[config.mk]
export PLATFORM = sky130hd
export DESIGN_NAME = sensor_source_health_selector_flat
export DESIGN_NICKNAME = d
export VERILOG_FILES = /design/src/rtl/core/ssh_pkg.sv /design/src/rtl/core/ssh_if.sv /design/src/rtl/core/sensor_source_health_selector.sv /design/src/rtl/core/ssh_cfg.sv /design/src/rtl/core/ssh_eval.sv /design/src/flat_wrapper.sv
export SDC_FILE = /design/constraint.sdc
export NUM_CORES = 1
export LEC_CHECK = 0
export BUFFER_PORTS_ARGS = -buffer_cell sky130_fd_sc_hd__buf_4
export CAP_MARGIN = 40
export CORE_MARGIN = 4
export CORE_UTILIZATION = 60
export CTS_CLUSTER_SIZE = 25
export DETAILED_ROUTE_END_ITERATION = 7
export GPL_ROUTABILITY_DRIVEN = 0
export HOLD_SLACK_MARGIN = 0.12
export PLACE_DENSITY_LB_ADDON = 0.15
export SYNTH_ARGS = -nofsm -noshare
export SYNTH_HDL_FRONTEND = slang
export SYNTH_SLANG_ARGS = --single-unit
[constraint.sdc]
create_clock -name clk -period 11.9 [get_ports clk]
set_clock_uncertainty 0.15 [all_clocks]
set_input_delay 1.785 -clock clk [delete_from_list [all_inputs] [get_ports clk]]
set_output_delay 1.785 -clock clk [all_outputs]
set_load 0.01 [all_outputs]
[src/rtl/core/ssh_pkg.sv]
`default_nettype none
package ssh_pkg;

	localparam int ADDR_W = 5;

	typedef enum logic [2:0] {
		REG_WINDOW_LENGTH      = 3'd0,
		REG_ERROR_SUM_LIMIT    = 3'd1,
		REG_JUMP_LIMIT         = 3'd2,
		REG_VALID_DISTANCE_MIN = 3'd3,
		REG_GAP_ERROR_LIMIT    = 3'd4
	} ssh_reg_t;

	localparam logic [9:0]  WINDOW_LENGTH_RST      = 10'd500;
	localparam logic [23:0] ERROR_SUM_LIMIT_RST    = 24'd76800;
	localparam logic [15:0] JUMP_LIMIT_RST         = 16'd896;
	localparam logic [15:0] VALID_DISTANCE_MIN_RST = 16'd128;
	localparam logic [14:0] GAP_ERROR_LIMIT_RST    = 15'd26;

	localparam logic [23:0] SUM_MAX = 24'hFFFFFF;

	typedef struct packed {
		logic [9:0]  window_length;
		logic [23:0] error_sum_limit;
		logic [15:0] jump_limit;
		logic [15:0] valid_distance_min;
		logic [14:0] gap_error_limit;
	} ssh_cfg_t;

endpackage
`default_nettype wire

[src/rtl/core/ssh_if.sv]
`default_nettype none
interface ssh_sample_if;
	logic               valid;
	logic               ready;
	logic [15:0]        range_distance;
	logic signed [15:0] speed_error;
	logic [3:0]         platoon_position;
	logic signed [15:0] gap_error;

	modport source (
		output valid, range_distance, speed_error, platoon_position, gap_error,
		input  ready
	);
	modport sink (
		input  valid, range_distance, speed_error, platoon_position, gap_error,
		output ready
	);
endinterface

interface ssh_result_if;
	logic valid;
	logic ready;
	logic use_radar;

	modport source (output valid, use_radar, input ready);
	modport sink (input valid, use_radar, output ready);
endinterface
`default_nettype wire

[src/rtl/core/sensor_source_health_selector.sv]
// Sensor source health selector.
// sample: one item per control tick (range distance, speed error, platoon
// position, time-gap error), valid/ready handshake.
// result: one item per sample, use_radar (1 radar/lidar, 0 communication).
// Configuration over an APB-style port, registers at byte address 4*i:
// window_length, error_sum_limit, jump_limit, valid_distance_min,
// gap_error_limit. pready is always high; write only while idle.
// A sample passes the input register, then the result register.
// Throughput: one item per cycle while the result is not stalled, set by
// the update of the health state, done once per accepted sample.
// When the result is stalled, the input register holds one more item and
// the sample side keeps ready high until that slot is also taken.
// Reset: radar selected, fault assumed, window and sum cleared, previous
// distance zero, registers at their defaults, no result pending.
`default_nettype none
module sensor_source_health_selector #(
	parameter int MAX_FOLLOWER_POSITION = 5
) (
	input  wire logic                       clk,
	input  wire logic                       arst_n,
	ssh_sample_if.sink                      sample,
	ssh_result_if.source                    result,
	input  wire logic                       psel,
	input  wire logic                       penable,
	input  wire logic                       pwrite,
	input  wire logic [ssh_pkg::ADDR_W-1:0] paddr,
	input  wire logic [31:0]                pwdata,
	output logic      [31:0]                prdata,
	output logic                            pready
);
	import ssh_pkg::*;

	ssh_cfg_t           cfg;
	logic               valid_s1;
	logic [15:0]        range_distance_s1;
	logic signed [15:0] speed_error_s1;
	logic [3:0]         platoon_position_s1;
	logic signed [15:0] gap_error_s1;
	logic               advance;
	logic               use_radar_n;
	logic               out_valid_q;
	logic               use_radar_q;

	assign advance      = valid_s1 & (~out_valid_q | result.ready);
	assign sample.ready = ~valid_s1 | advance;
	assign result.valid     = out_valid_q;
	assign result.use_radar = use_radar_q;

	ssh_cfg u_cfg (
		.clk     (clk),
		.arst_n  (arst_n),
		.psel    (psel),
		.penable (penable),
		.pwrite  (pwrite),
		.paddr   (paddr),
		.pwdata  (pwdata),
		.prdata  (prdata),
		.pready  (pready),
		.cfg     (cfg)
	);

	ssh_eval #(
		.MAX_FOLLOWER_POSITION (MAX_FOLLOWER_POSITION)
	) u_eval (
		.clk              (clk),
		.arst_n           (arst_n),
		.cfg              (cfg),
		.step             (advance),
		.range_distance   (range_distance_s1),
		.speed_error      (speed_error_s1),
		.platoon_position (platoon_position_s1),
		.gap_error        (gap_error_s1),
		.use_radar        (use_radar_n)
	);

	always_ff @(posedge clk or negedge arst_n) begin
		if (!arst_n) begin
			valid_s1 <= 1'b0;
		end else if (sample.ready) begin
			valid_s1 <= sample.valid;
		end
	end

	always_ff @(posedge clk) begin
		if (sample.valid && sample.ready) begin
			range_distance_s1   <= sample.range_distance;
			speed_error_s1      <= sample.speed_error;
			platoon_position_s1 <= sample.platoon_position;
			gap_error_s1        <= sample.gap_error;
		end
	end

	always_ff @(posedge clk or negedge arst_n) begin
		if (!arst_n) begin
			out_valid_q <= 1'b0;
		end else if (advance) begin
			out_valid_q <= 1'b1;
		end else if (result.ready) begin
			out_valid_q <= 1'b0;
		end
	end

	always_ff @(posedge clk) begin
		if (advance)
			use_radar_q <= use_radar_n;
	end
endmodule
`default_nettype wire

[src/rtl/core/ssh_cfg.sv]
`default_nettype none
module ssh_cfg (
	input  wire logic                      clk,
	input  wire logic                      arst_n,
	input  wire logic                      psel,
	input  wire logic                      penable,
	input  wire logic                      pwrite,
	input  wire logic [ssh_pkg::ADDR_W-1:0] paddr,
	input  wire logic [31:0]               pwdata,
	output logic      [31:0]               prdata,
	output logic                           pready,
	output ssh_pkg::ssh_cfg_t              cfg
);
	import ssh_pkg::*;

	ssh_cfg_t cfg_q;
	ssh_reg_t reg_sel;
	logic     wr_en;

	assign reg_sel = ssh_reg_t'(paddr[ADDR_W-1:2]);
	assign pready  = 1'b1;
	assign wr_en   = psel & penable & pwrite;
	assign cfg     = cfg_q;

	always_ff @(posedge clk or negedge arst_n) begin
		if (!arst_n) begin
			cfg_q.window_length      <= WINDOW_LENGTH_RST;
			cfg_q.error_sum_limit    <= ERROR_SUM_LIMIT_RST;
			cfg_q.jump_limit         <= JUMP_LIMIT_RST;
			cfg_q.valid_distance_min <= VALID_DISTANCE_MIN_RST;
			cfg_q.gap_error_limit    <= GAP_ERROR_LIMIT_RST;
		end else if (wr_en) begin
			case (reg_sel)
				REG_WINDOW_LENGTH:      cfg_q.window_length      <= pwdata[9:0];
				REG_ERROR_SUM_LIMIT:    cfg_q.error_sum_limit    <= pwdata[23:0];
				REG_JUMP_LIMIT:         cfg_q.jump_limit         <= pwdata[15:0];
				REG_VALID_DISTANCE_MIN: cfg_q.valid_distance_min <= pwdata[15:0];
				REG_GAP_ERROR_LIMIT:    cfg_q.gap_error_limit    <= pwdata[14:0];
				default: ;
			endcase
		end
	end

	always_comb begin
		case (reg_sel)
			REG_WINDOW_LENGTH:      prdata = {22'd0, cfg_q.window_length};
			REG_ERROR_SUM_LIMIT:    prdata = {8'd0, cfg_q.error_sum_limit};
			REG_JUMP_LIMIT:         prdata = {16'd0, cfg_q.jump_limit};
			REG_VALID_DISTANCE_MIN: prdata = {16'd0, cfg_q.valid_distance_min};
			REG_GAP_ERROR_LIMIT:    prdata = {17'd0, cfg_q.gap_error_limit};
			default:                prdata = 32'd0;
		endcase
	end
endmodule
`default_nettype wire

[src/rtl/core/ssh_eval.sv]
`default_nettype none
module ssh_eval #(
	parameter int MAX_FOLLOWER_POSITION = 5
) (
	input  wire logic               clk,
	input  wire logic               arst_n,
	input  wire ssh_pkg::ssh_cfg_t  cfg,
	input  wire logic               step,
	input  wire logic [15:0]        range_distance,
	input  wire logic signed [15:0] speed_error,
	input  wire logic [3:0]         platoon_position,
	input  wire logic signed [15:0] gap_error,
	output logic                    use_radar
);
	import ssh_pkg::*;

	localparam logic [3:0] MAX_POS = 4'(MAX_FOLLOWER_POSITION);

	logic        source_q, fault_q;
	logic [9:0]  count_q;
	logic [23:0] sum_q;
	logic [15:0] prev_q;

	logic        source_n, fault_n;
	logic [9:0]  count_n, win;
	logic [23:0] sum_n;
	logic [15:0] mag, diff;
	logic [24:0] sum_w;
	logic        follower;

	assign win      = (cfg.window_length == 10'd0) ? 10'd1 : cfg.window_length;
	assign follower = (platoon_position >= 4'd2) && (platoon_position <= MAX_POS);
	assign mag      = speed_error[15] ? (~speed_error + 16'd1) : speed_error;
	assign diff     = (prev_q >= range_distance) ? (prev_q - range_distance)
	                                             : (range_distance - prev_q);

	always_comb begin
		source_n = source_q;
		fault_n  = fault_q;
		count_n  = count_q;
		sum_n    = sum_q;
		sum_w    = 25'd0;

		// window end
		if (count_n >= win) begin
			if (sum_n < cfg.error_sum_limit)
				fault_n = 1'b0;
			sum_n   = 24'd0;
			count_n = 10'd0;
		end

		// accumulate while suspect and a follower
		if (fault_n && follower) begin
			sum_w = {1'b0, sum_n} + {9'd0, mag};
			sum_n = sum_w[24] ? SUM_MAX : sum_w[23:0];
			if (sum_n > cfg.error_sum_limit)
				count_n = win - 10'd1;
			count_n = count_n + 10'd1;
		end

		if (prev_q < cfg.valid_distance_min) begin
			source_n = 1'b1;
			fault_n  = 1'b1;
			count_n  = 10'd0;
		end

		if (prev_q > cfg.valid_distance_min) begin
			if (diff < cfg.jump_limit && !fault_n) begin
				source_n = 1'b0;
				count_n  = 10'd0;
			end
			if (diff > cfg.jump_limit) begin
				source_n = 1'b1;
				fault_n  = 1'b1;
			end
		end

		if (platoon_position <= 4'd1)
			source_n = 1'b1;

		if (gap_error > $signed({1'b0, cfg.gap_error_limit})) begin
			source_n = 1'b1;
			fault_n  = 1'b1;
		end
	end

	assign use_radar = source_n;

	always_ff @(posedge clk or negedge arst_n) begin
		if (!arst_n) begin
			source_q <= 1'b1;
			fault_q  <= 1'b1;
			count_q  <= 10'd0;
			sum_q    <= 24'd0;
			prev_q   <= 16'd0;
		end else if (step) begin
			source_q <= source_n;
			fault_q  <= fault_n;
			count_q  <= count_n;
			sum_q    <= sum_n;
			prev_q   <= range_distance;
		end
	end
endmodule
`default_nettype wire

[src/flat_wrapper.sv]
// flat-port wrapper written by rule: the top's interface ports become plain ports
module sensor_source_health_selector_flat import ssh_pkg::*;
#(
	parameter int MAX_FOLLOWER_POSITION = 5
)
  (clk, arst_n, psel, penable, pwrite, paddr, pwdata, prdata, pready, sample_valid, sample_range_distance, sample_speed_error, sample_platoon_position, sample_gap_error, sample_ready, result_valid, result_use_radar, result_ready);
  ssh_sample_if sample_i ();
  ssh_result_if result_i ();
  input  wire logic clk;
  input  wire logic arst_n;
  input  wire logic psel;
  input  wire logic penable;
  input  wire logic pwrite;
  input  wire logic [ssh_pkg::ADDR_W-1:0] paddr;
  input  wire logic [31:0] pwdata;
  output logic      [31:0] prdata;
  output logic pready;
  input wire logic [$bits(sample_i.valid)-1:0] sample_valid;
  input wire logic [$bits(sample_i.range_distance)-1:0] sample_range_distance;
  input wire logic [$bits(sample_i.speed_error)-1:0] sample_speed_error;
  input wire logic [$bits(sample_i.platoon_position)-1:0] sample_platoon_position;
  input wire logic [$bits(sample_i.gap_error)-1:0] sample_gap_error;
  output wire logic [$bits(sample_i.ready)-1:0] sample_ready;
  output wire logic [$bits(result_i.valid)-1:0] result_valid;
  output wire logic [$bits(result_i.use_radar)-1:0] result_use_radar;
  input wire logic [$bits(result_i.ready)-1:0] result_ready;
  assign sample_i.valid = sample_valid;
  assign sample_i.range_distance = sample_range_distance;
  assign sample_i.speed_error = sample_speed_error;
  assign sample_i.platoon_position = sample_platoon_position;
  assign sample_i.gap_error = sample_gap_error;
  assign sample_ready = sample_i.ready;
  assign result_valid = result_i.valid;
  assign result_use_radar = result_i.use_radar;
  assign result_i.ready = result_ready;
  sensor_source_health_selector #(.MAX_FOLLOWER_POSITION(MAX_FOLLOWER_POSITION)) u_core (.clk(clk), .arst_n(arst_n), .sample(sample_i), .result(result_i), .psel(psel), .penable(penable), .pwrite(pwrite), .paddr(paddr), .pwdata(pwdata), .prdata(prdata), .pready(pready));
endmodule
Word level (Yosys, flattened, before mapping)
Cells that the tools add are included.

Multiplexer cells: 28. $lt $le $gt $ge: 12. Add/sub/neg operators: 6. Reduce and logical (&&, ||, !) cells: 13. Div/mod/pow operators: 0. Shift-type cells: 0. $mul: 0. Equal/unequal tests: 4. Bitwise operators: 8.

Operators with widths (number): $pmux 24 s5 (1); $mux 10 (8); $mux 24 (3); $gt 16x16->1 (3); $lt 16x16->1 (2); $mux 16 (2); $sub 16x16->16 (2); $add 24x16->25 (1); $gt 24x24->1 (1); $lt 24x24->1 (1); $add 16x1->16 const B (1); $ge 16x16->1 (1); $not 16->16 (1); $mux 1 (14); $add 10x1->10 const B (1); $ge 10x10->1 (1); $logic_not 10->1 (1); $reduce_and 2->1 (5); $sub 10x1->10 const B (1); $eq 3x2->1 const B (2); $ge 4x2->1 const B (1); $le 4x1->1 const B (1); $le 4x3->1 const B (1); $logic_and 1x1->1 (4); other kinds (8) (12).

ROM bits: 0. Logic and storage cells: 88. Register bits: 188. Bits in writable memories: 0. Output and inout port bits: 36. Latch bits: 0. Memories kept: 0.

Depth between registers and ports, before layout
Word-level depth: 14. Depth in mapped cells: 40.

Cells and area by module
Synthesis repeated with hierarchy kept, for this count alone.

Cells, all modules: 1361. Area total of the unflattened synthesis: 13644.3 um^2.

Modules (own cells, without submodules): ssh_eval (area each 8109.0 um^2, cells each 1029, times used 1); ssh_cfg (area each 3839.9 um^2, cells each 271, times used 1); sensor_source_health_selector (area each 1695.4 um^2, cells each 61, times used 1).

Least setup slack after synthesis
Ideal clock, no wire load.

Path type: reg2reg. Start: register u_core.u_cfg.cfg_q (netlist bit u_core.u_cfg.cfg[76]). End: register u_core.u_eval.count_q[8]. Data arrival time: 8.074 ns. Cell stages (with the launch flop): 39. Buffers on the path: 4. Setup slack: 3.609 ns. Period minus slack after synthesis: 8.291 ns. Path through: dfstp_2 nor4_1 a41oi_1 inv_1 ha_1 nand2b_1 a211oi_1 o21ai_0 a211oi_2 clkbuf_1 buf_2 clkbuf_1 nand2_1 fa_1 nor2b_1 o21a_1 o21ai_0 a211o_1 [... 3 more ...] or2_2 ha_1 nand4_1 nor4_1 inv_1 or3_1 clkbuf_1 nand2_2 mux2i_1 ha_1 nand2_1 o41ai_1 a21oi_1 or2_2 o31ai_1 o21ai_1 mux2i_1 a22o_1.

Cells in the longest elaborated chain, start to end: 14.

Ends and longest elaborated chain: from (decl) (line ssh_cfg.sv:16) `ssh_cfg_t cfg_q;`; $logic_not 10->1 (line ssh_eval.sv:31) `assign win = (cfg.window_length == 10'd0) ? 10'd1 : cfg.window_length;`; $mux 10 (*) (line ssh_eval.sv:31); $ge 10x10->1 (line ssh_eval.sv:45) `if (count_n >= win) begin`; $mux 24 (line ssh_eval.sv:45); $add 24x16->25 (line ssh_eval.sv:54) `sum_w = {1'b0, sum_n} + {9'd0, mag};`; $mux 24 (line ssh_eval.sv:55) `sum_n = sum_w[24] ? SUM_MAX : sum_w[23:0];`; $gt 24x24->1 (line ssh_eval.sv:56) `if (sum_n > cfg.error_sum_limit)`; $mux 10 (line ssh_eval.sv:56); $mux 10 (line ssh_eval.sv:53) `if (fault_n && follower) begin`; $add 10x1->10 (line ssh_eval.sv:58) `count_n = count_n + 10'd1;`; $mux 10 (line ssh_eval.sv:53); $mux 10 (line ssh_eval.sv:61) `if (prev_q < cfg.valid_distance_min) begin`; $mux 10 (line ssh_eval.sv:68) `if (diff < cfg.jump_limit && !fault_n) begin`; $mux 10 (*) (line ssh_eval.sv:67) `if (prev_q > cfg.valid_distance_min) begin`; to (signal assigned) (line ssh_eval.sv:99) `count_q <= count_n;`; to (decl) (line ssh_eval.sv:20) `logic [9:0] count_q;`.

Every way passes the cells marked *; elsewhere a longest branch is shown, timed or not. The select of a mux whose other input is x is not followed. A chain may end at the register's enable or synchronous reset.

Final worst setup path
Start: register u_core.u_cfg.cfg_q (netlist bit u_core.u_cfg.cfg[78]). End: register u_core.u_eval.count_q[8].

Same word-level chain as after synthesis.

==> metrics.txt <==
outcome=finished, final reports clean; sw frac=about 40%; Peak VDD IR=between 0.09 and 0.1 mV; Clock Path Buffers=2; yosys warns=0; IO Port Bufs=roughly 110; leakage=about 7 nW; initial cell density of the core=a little over 60%; share of cells above drive strength 1=around an eighth; Setup CP Type=flop to flop; Clock Root Buffer=clkbuf_16; Synth Cell Area=approximately 14000 um2; worst skew pair latency=roughly 0.44 ns; via count=11800; CTS tree=built; final worst slack=between 1.5 and 2 ns; chip width=approximately 160 um; crit-path max FO=29; Post-synth EDFFs=52; initial antenna violation count=0; most common cell after layout, fill and taps aside=nand2_1; Finished Layout Cells=between 1500 and 2000; synth top area cells=dfrtp_1 21%, ha_1 14%, edfxtp_1 12%, o21ai_0 6.1%, nand2_1 5.0%; DR iter-0 viols=a little under 1000; WP data required=~12 ns; vias in the first global route=~11000; setup total negative slack=0 ns; GR Overflow Total=0; core area=roughly 22000 um2; DR vias/cell=approximately 6.2; critical path's slowest cell=nor4_1; # resized after CTS=0; part of the power in combinational logic=between 40% and 50%; Die Y=about 160 um; Hold-fix buffers, CTS=0; Setup Buffers After CTS=0; Netlist cell types=82; final hold violations=0; CTS Buf Count=17; Setup-failing EPs final=0; register area share after synthesis=between 30 and 40%; Post-Syn Instances=1503; Yosys reg bits=~190; reg-to-reg startpoint=u_core.u_cfg.cfg[78]; Placed Cells=~1900; WL/cell=approximately 19 um; Cell Int Power=1.58 mW; Fmax achieved=between 0.1 and 0.15 GHz; Clock transition at path regs=around 0.080 ns; Slew Limit Fails=0; CTS sink cnt=187; Post-DRT Antenna Nets=0; n_diodes=0; CP Launch Type=flop; pre-CTS WS=between 2 and 2.5 ns; Final period util=83.6%; Worst path most repeated cell=ha_1; P_sw=1.09 mW; Avg Cell Area, Syn=9.00 um2; Fillers=~1700; RSZ-0062 raised after global routing=false; largest net degree at the start of global routing=78; met3 usage=under 10%; DR pass1 iterations=5; GR Util met2=between 40% and 50%; Post-synth top flop=dfrtp_1; total die area=approximately 25000 um2; Min-Delay Path Class=flop to flop; DRC=0; final core utilization=about 69%; final WL=~36 mm; H-tree depth=4; Yosys top cell area share=a little over a fifth; Post-DP HPWL=around 27 mm; Min Hold Slack=approximately 0.35 ns; cell area power density=approximately 180 nW/um2; min Tclk post-route=9.95 ns; power share of the sequential group=32.8%; WP data arrival=between 10 and 15 ns; Hold Startpoint=u_core.u_eval.fault_q; Top Usage Layer GRT=met2; CP Capture Type=flop; Post-synth ARST share=between 70 and 80%; total track usage=28.7%; crit path from=u_core.u_cfg.cfg[78]; I/O pin count=about 130; Clk network pwr share=21.7%; fin area=15200 um2; worst-margin pin slew=roughly 0.83 ns; biggest cell delay along the critical path=0.61 ns; Placed Area=about 15000 um2; Slew HR=between 40% and 50%; Row Count=54; area grow syn2layout=12.2%; commonest cells after routing, fill and taps aside=180 x nand2_1, 164 x o21ai_0, 154 x ha_1, 136 x inv_1, 122 x buf_4; PnR Total Power=2.66 mW; Final nets=between 1500 and 2000; maxcap violations=0; area leader, netlist=dfrtp_1; routing usage on met1=42.2%; first-pass GRT wire length=between 50 and 60 mm
==> metal layers <==
metal  share of wire (%)  vias up
li1                    -     5558
met1                  46     5655
met2                  45      497
met3                 7.6       50
met4                 2.1        0
met5                   0        -
==> cells in the mapped netlist, types with 12 or more instances <==
| master | number |
|---|---|
| nand2_1 | 180 |
| a21oi_1 | 80 |
| clkbuf_1 | 51 |
| nor2_1 | 51 |
| dfstp_2 | 19 |
| nor2b_1 | 12 |
| ha_1 | 154 |
| nand2b_1 | 16 |
| a21o_1 | 48 |
| mux2i_1 | 28 |
| a31oi_1 | 13 |
| mux2_2 | 16 |
| nand4_1 | 31 |
| dfrtp_1 | 116 |
| inv_1 | 136 |
| o21ai_0 | 165 |
| nor3_1 | 16 |
| xnor2_1 | 40 |
| o22ai_1 | 13 |
| and2_1 | 22 |
| a22o_1 | 20 |
| nand3_1 | 24 |
| edfxtp_1 | 52 |
==> state kept, by name, summed over array words and instances, names as in the netlist <==
register,flops
u_core.valid_s1,1
u_core.u_eval.fault_q,1
u_core.u_eval.sum_q,24
u_core.u_cfg.cfg,81
u_core.range_distance_s1,16
u_core.platoon_position_s1,3
u_core.speed_error_s1,16
u_core.gap_error_s1,16
u_core.u_eval.source_q,1
u_core.u_eval.prev_q,16
u_core.result.use_radar,1
u_core.u_eval.count_q,10
u_core.result.valid,1
==> power groups by stage <==
stage | Clock (mW) | Combinational (mW) | Sequential (mW)
global route | 0.612 | 1.37 | 0.886
global placement | 0 | 1.14 | 0.881
detailed placement | 0 | 1.18 | 0.883
finish | 0.578 | 1.21 | 0.873
CTS | 0.585 | 1.20 | 0.871
floorplan | 0 | 0.879 | 0.851
==> cell type report <==
| type | instances | area (um2) | share of cell area [%] |
|---|---|---|---|
| Multi-Input combinational cell | 1122 | 7820 | 51.5 |
| Sequential cell | 187 | 4960 | 32.7 |
| Timing Repair Buffer | 124 | 932 | 6.14 |
| Inverter | 138 | 518 | 3.41 |
| Clock buffer | 18 | 429 | 2.83 |
| Tap cell | 280 | 350 | 2.31 |
| Clock inverter | 14 | 165 | 1.09 |
==> worst paths after layout <==
kind	endpoint	slack (ns)	cells past startpoint
max in group asynchronous	u_core.u_cfg.cfg[24]	9.12	2
max reg2reg	u_core.u_eval.count_q[8]	1.95	35
min reg2reg	u_core.u_eval.fault_q	0.35	2
min in group asynchronous	u_core.u_eval.sum_q[18]	1.24	1
max	u_core.u_eval.count_q[8]	1.95	35
min	u_core.u_eval.fault_q	0.35	2
==> worst max-delay path, delay by kind of cell (launching register included) <==
| family | cells | cell delay, ns |
|---|---|---|
| fa+ha+maj | 4 | 1.17 |
| mux | 2 | 0.42 |
| flops | 1 | 0.42 |
| buf+inv | 4 | 0.97 |
| compound gates | 14 | 3.84 |
| simple gates | 11 | 2.90 |
==> logic make-up after synthesis <==
group / share of synthesized area, %
muxes: 3.49
buffers and inverters: 5.85
DFF: 36.7
other: 0.0555
AOI/OAI and AO/OA: 21.0
xor gates and xnor gates: 3.30
and+or+nand+nor: 14.9
adders and majority gates: 14.7
No activity file was read; power rests on OpenSTA's default activity.
